### config.mk
export PLATFORM = sky130hd
export DESIGN_NAME = rsc_cfg
export DESIGN_NICKNAME = d
export VERILOG_FILES = /design/src/ray_simplex_clip_macros.svh /design/src/rsc_pkg.sv /design/src/rsc_cfg.sv
export SDC_FILE = /design/constraint.sdc
export NUM_CORES = 1
export LEC_CHECK = 0
export BUFFER_PORTS_ARGS = -buffer_cell sky130_fd_sc_hd__buf_2
export CELL_PAD_IN_SITES_DETAIL_PLACEMENT = 1
export CELL_PAD_IN_SITES_GLOBAL_PLACEMENT = 2
export CORE_ASPECT_RATIO = 0.8
export CORE_MARGIN = 3
export CORE_UTILIZATION = 31
export DETAILED_ROUTE_END_ITERATION = 10
export PLACE_DENSITY_LB_ADDON = 0.25
export SYNTH_ARGS = -nofsm -noshare
export SYNTH_HDL_FRONTEND = slang
export SYNTH_SLANG_ARGS = --single-unit
### constraint.sdc
create_clock -name clk -period 2.05 [get_ports clk]
set_input_delay 0.5125 -clock clk [delete_from_list [all_inputs] [get_ports clk]]
set_output_delay 0.5125 -clock clk [all_outputs]
set_load 0.02 [all_outputs]
### src/ray_simplex_clip_macros.svh
`ifndef RAY_SIMPLEX_CLIP_MACROS_SVH
`define RAY_SIMPLEX_CLIP_MACROS_SVH

// same-cycle implication, clocked on clk, off during reset
`define RSC_ASSERT(lbl, ante, cons, msg) \
	lbl: assert property (@(posedge clk) disable iff (!arst_n) (ante) |-> (cons)) \
		else $error(msg);

// next-cycle implication, clocked on clk, off during reset
`define RSC_ASSERT_NEXT(lbl, ante, cons, msg) \
	lbl: assert property (@(posedge clk) disable iff (!arst_n) (ante) |=> (cons)) \
		else $error(msg);

`endif

### src/rsc_pkg.sv
`timescale 1ns / 1ps
`default_nettype none

package rsc_pkg;

	localparam int COORD_W   = 32;
	localparam int FRAC_W    = 16;
	localparam int LANES     = 4;
	localparam int DIMS      = 3;
	localparam int N_MAT     = 9;
	localparam int N_WORDS   = 6;
	localparam int TOL_W     = 31;
	localparam int DIM_W     = 2;
	localparam int PROD_W    = 2 * COORD_W;
	localparam int SUM_W     = 2 * COORD_W + 4;
	localparam int DATA_W    = 64;
	localparam int ADDR_W    = 6;
	localparam int ADDR_LSB  = 3;
	localparam int IDX_W     = ADDR_W - ADDR_LSB;
	localparam longint RANGE_HI = 999;

	localparam logic [IDX_W-1:0] REG_TOL = 3'd6;
	localparam logic [IDX_W-1:0] REG_DIM = 3'd7;

	localparam logic [DIM_W-1:0] DIM_TET = 2'd3;

	typedef logic signed [COORD_W-1:0] fx_t;

	localparam fx_t FX_MAX = {1'b0, {(COORD_W-1){1'b1}}};
	localparam fx_t FX_MIN = {1'b1, {(COORD_W-1){1'b0}}};

	typedef struct packed {
		fx_t start_x;
		fx_t start_y;
		fx_t start_z;
		fx_t dir_x;
		fx_t dir_y;
		fx_t dir_z;
	} in_word_t;

	typedef struct packed {
		logic hit;
		fx_t  entry_b0;
		fx_t  entry_b1;
		fx_t  entry_b2;
		fx_t  entry_b3;
		fx_t  exit_b0;
		fx_t  exit_b1;
		fx_t  exit_b2;
		fx_t  exit_b3;
		fx_t  exit_param;
	} out_word_t;

	typedef struct packed {
		logic                   tet;
		logic [TOL_W-1:0]       tol;
		fx_t  [N_MAT-1:0]       mat;
		fx_t  [DIMS-1:0]        org;
	} cfg_t;

	typedef struct packed {
		logic             miss;
		logic [LANES-1:0] act;
		logic [LANES-1:0] neg;
		logic [LANES-1:0] pos;
		logic [LANES-1:0] qneg;
		fx_t  [LANES-1:0] v1;
		fx_t  [LANES-1:0] v2;
	} lane_t;

	function automatic fx_t sat_fx(input logic signed [SUM_W-1:0] x);
		logic signed [SUM_W-1:0] hi;
		logic signed [SUM_W-1:0] lo;
		hi = SUM_W'(FX_MAX);
		lo = SUM_W'(FX_MIN);
		if (x > hi) begin
			return FX_MAX;
		end else if (x < lo) begin
			return FX_MIN;
		end
		return x[COORD_W-1:0];
	endfunction

endpackage

`default_nettype wire

### src/rsc_cfg.sv
`timescale 1ns / 1ps
`default_nettype none

module rsc_cfg import rsc_pkg::*; (
	input  wire logic              clk,
	input  wire logic              arst_n,
	input  wire logic              psel,
	input  wire logic              penable,
	input  wire logic              pwrite,
	input  wire logic [ADDR_W-1:0] paddr,
	input  wire logic [DATA_W-1:0] pwdata,
	output logic      [DATA_W-1:0] prdata,
	output cfg_t                   cfg
);

	logic [DATA_W-1:0] word_q [N_WORDS];
	logic [TOL_W-1:0]  tol_q;
	logic [DIM_W-1:0]  dim_q;
	logic [IDX_W-1:0]  idx;
	logic              wr;

	assign idx = paddr[ADDR_W-1:ADDR_LSB];
	assign wr  = psel & penable & pwrite;

	always_ff @(posedge clk or negedge arst_n) begin
		if (!arst_n) begin
			for (int i = 0; i < N_WORDS; i++) begin
				word_q[i] <= '0;
			end
			tol_q <= TOL_W'(1);
			dim_q <= DIM_TET;
		end else if (wr) begin
			unique case (idx)
				REG_TOL: begin
					tol_q <= pwdata[TOL_W-1:0];
				end
				REG_DIM: begin
					dim_q <= pwdata[DIM_W-1:0];
				end
				default: begin
					word_q[idx] <= pwdata;
				end
			endcase
		end
	end

	always_comb begin
		unique case (idx)
			REG_TOL: begin
				prdata = DATA_W'(tol_q);
			end
			REG_DIM: begin
				prdata = DATA_W'(dim_q);
			end
			default: begin
				prdata = word_q[idx];
			end
		endcase
	end

	always_comb begin
		cfg.tet = (dim_q == DIM_TET);
		cfg.tol = tol_q;
		for (int e = 0; e < N_MAT; e++) begin
			if ((e % 2) == 1) begin
				cfg.mat[e] = word_q[e/2][63:32];
			end else begin
				cfg.mat[e] = word_q[e/2][31:0];
			end
		end
		cfg.org[0] = word_q[4][63:32];
		cfg.org[1] = word_q[5][31:0];
		cfg.org[2] = word_q[5][63:32];
	end

endmodule

`default_nettype wire

==> impl_metrics.yaml <==
run_status:
  status: "complete, but fails checks"
  violations: "negative setup slack"
worst_setup_path:
  worst-path-max-fanout: 3
  worstPathArrival_ns: 1.86
  critical-path-slowest-cell: "mux4_2"
  crit_family: "multiplexers"
  worstSetupStartpointType: "flop"
  crit_type: "flop to primary output"
  endpoint_kind: "primary output"
  worstPathCellList: "mux4_2 -> mux2_4 -> buf_6"
  path_buf_inv: 1
  slowest_delay_ns: 0.47
  cp.required_ns: 1.54
logic_synthesis:
  syn_area_per_cell_um2: 14.34
  synth_cell_types: 39
  synth_top_area_cell: "dfrtp_1"
  syn_area_mm2: 0.01887
  syn_inst: 1316
  synth_top_cell_area_share: 0.5490
  yosys_most_used_dff: "dfrtp_1"
  syn-num-nets: 1391
  ys_ff_latch: 417
  ys_top_cells_by_area: "dfrtp_1, mux2_2, a22oi_1, buf_2, mux2_1"
  synth_warnings: 0
  synth_edf_count: 0
  synth-seq-area-share: 0.5531
  async_flop_share: 1.000
floorplanning:
  dieArea_mm2: 0.06389
  core_area_mm2: 0.05996
  row_count: 80
  die_h_um: 226.7
  initial_core_util: 0.3148
  io_pins: 555
  die_w_um: 281.9
pwr:
  netSwitchingPower_mw: 10.54
  switching_share: 0.3527
  p_clk_frac: 0.280
  comb_power_share: 0.344
  internal-power_mw: 19.35
  power.leakage_nw: 14.19
  powerDensity_mw_per_mm2: 1015
  p_seq_frac: 0.376
  max-vdd-ir-drop_uv: 574.0
route:
  first_pass_iters: 4
  ant_nets: 0
  vias: 15434
  drtIter0Drc: 653
  totalWireLength_mm: 83.78
  dr.max_layer_used: "met5"
  wl_met2_mm: 40.54
  drc: 0
  met1Wirelength_mm: 35.79
  wire_per_inst_um: 27.99
  wl_met3_mm: 5.210
  via_per_inst: 5.157
placed_design:
  gp_congestion: 0.8292
  place_hpwl_mm: 56.14
  place_ws_ns: -0.4123
  portBuffers: 551
cts:
  clk_latency_ns: 0.55
  clock-sinks: 417
  cts.path.max_buffers: 3
  path_clk_slew_ns: 0.06
  cts_tree: "done"
  root_buffer: "clkbuf_16"
  cts_buffers: 46
  cts-htree-levels: 2
layout:
  syn2layout_area_growth_pct: 56.14
  layout.nets: 2251
  fillers: 6115
  drive_above_1_share: 0.7468
  final_util: 0.4915
timing:
  layout_setup_ws_ns: -0.3188
  period_share: 1.156
  rsz0062_at_grt: "true"
  finalHoldViolations: 0
  period_needed_ns: 2.369
  max_clock_freq_ghz: 0.4222
  maxSlewViolCount: 0
  worstMarginPinSlew_ns: 0.3813
  fin_worst_skew_ns: 0
  slew_headroom: 0.7458
  setup_violations: 64
  timing.hold.ws_ns: 0.2410
flow_run:
  maxCapViolCount: 0
global_routing:
  grt_pass1_wl_mm: 119.0
  grt.total_usage: 0.2534
  grt-ovfl-total: 0
  grt_antenna_before_repair: 5
  grt_max_degree: 44
  grt_pass1_vias: 16809
worst_hold_path:
  worstHoldPathType: "primary input to flop"
## final timing paths
kind / from / to / slack [ns] / cells after the start
max in group asynchronous: arst_n / cfg[226] / 0.75 / 4
max: cfg[228] / prdata[4] / -0.32 / 3
min reg2reg: cfg[42] / cfg[42] / 0.51 / 1
max reg2reg: cfg[88] / cfg[88] / 0.93 / 4
min: pwdata[47] / cfg[15] / 0.24 / 2
min in group asynchronous: arst_n / cfg[188] / 0.45 / 2
## power groups by stage
stage	Sequential (mW)	Clock, mW	Combinational, mW
2_1_floorplan	13.0	0	3.05
3_3_place_gp	11.3	0	8.48
3_5_place_dp	11.4	0	8.59
4_1_cts	11.2	8.53	10.1
5_1_grt	11.5	8.93	10.8
6_report	11.2	8.37	10.3
## cells in the mapped netlist (all sizes together), types with 9 or more instances
| library cell | number |
|---|---|
| mux2i | 23 |
| a31oi | 10 |
| mux2 | 500 |
| a22oi | 77 |
| clkbuf | 22 |
| a221oi | 14 |
| nand2 | 53 |
| buf | 71 |
| o21ai | 18 |
| o221ai | 26 |
| dfrtp | 414 |
| and3b | 13 |
| o211ai | 14 |
| nor2 | 9 |
## per-layer routing
| layer | global-route usage | vias to the layer above |
|---|---|---|
| met1 | 0.3298 | 8175 |
| met4 | 0.06870 | 8 |
| met3 | 0.06290 | 124 |
| li1 | - | 6675 |
| met5 | 0 | - |
| met2 | 0.4213 | 452 |
## layout make-up
class                           count  area, um^2  share of cell area
Clock inverter                     13       121.4            0.004119
Multi-Input combinational cell    804        9310              0.3160
Clock buffer                       71        1376             0.04671
Timing Repair Buffer              904        7203              0.2444
Sequential cell                   417       10440              0.3543
Tap cell                          779       974.7             0.03308
Inverter                            3       36.28            0.001231
Antenna cell                        2       5.005           0.0001698
## cells in the final DEF (no fill, tap or decap), types with 10 or more instances in the layout
cell       netlist  layout
clkbuf_8         0      11
clkbuf_16        0      50
o221ai_4         0      10
buf_2           51     483
nand2_1         53      33
mux2_4           0      26
mux2_1          21      21
o211ai_1        14      14
buf_6           10      59
a22oi_1         77      19
mux2_2         479     453
buf_16           0      16
buf_12           0      78
and3b_1         13      12
nand2_2          0      12
dfrtp_1        414     413
a22oi_2          0      58
clkbuf_1        22      13
o221ai_2         0      16
buf_4            9     257
## kinds of logic (layout without fill, tap and decap cells)
| logic type | count (synthesis) | count (layout) | synth area share |
|---|---|---|---|
| AO/OA/AOI/OAI | 172 | 172 | 0.06809 |
| buffers and inverters | 96 | 991 | 0.02824 |
| flip-flops | 417 | 417 | 0.5531 |
| multiplexers | 531 | 531 | 0.3201 |
| other | 0 | 2 | 0 |
| AND/OR/NAND/NOR | 100 | 101 | 0.03043 |
## registers in the layout, indices dropped and copies added (netlist names)
name,cells
dim_q,2
cfg,384
tol_q,31
## stage by stage
step,total power [mW],std cells,TNS [ns],cell area (um^2)
6_report,29.90,2993,-9.283,29470
5_1_grt,31.23,2992,-12.71,29460
3_3_place_gp,19.77,2716,-93.43,24800
3_5_place_dp,19.98,2716,-104.71,24800
4_1_cts,29.80,2951,-11.85,28940
2_1_floorplan,16.08,1316,-0.6805,19700
## repair_timing
action / in CTS / in global routing
gates cloned: 15 / 3
endpoints found under the setup margin: 64 / 65
gates resized for setup: 278 / 55
hold buffers: 1 / 0
pin swaps: 70 / 41
hold endpoints to repair: 40 / 0
setup buffers: 136 / 41
(Power assumes the default switching activity.)
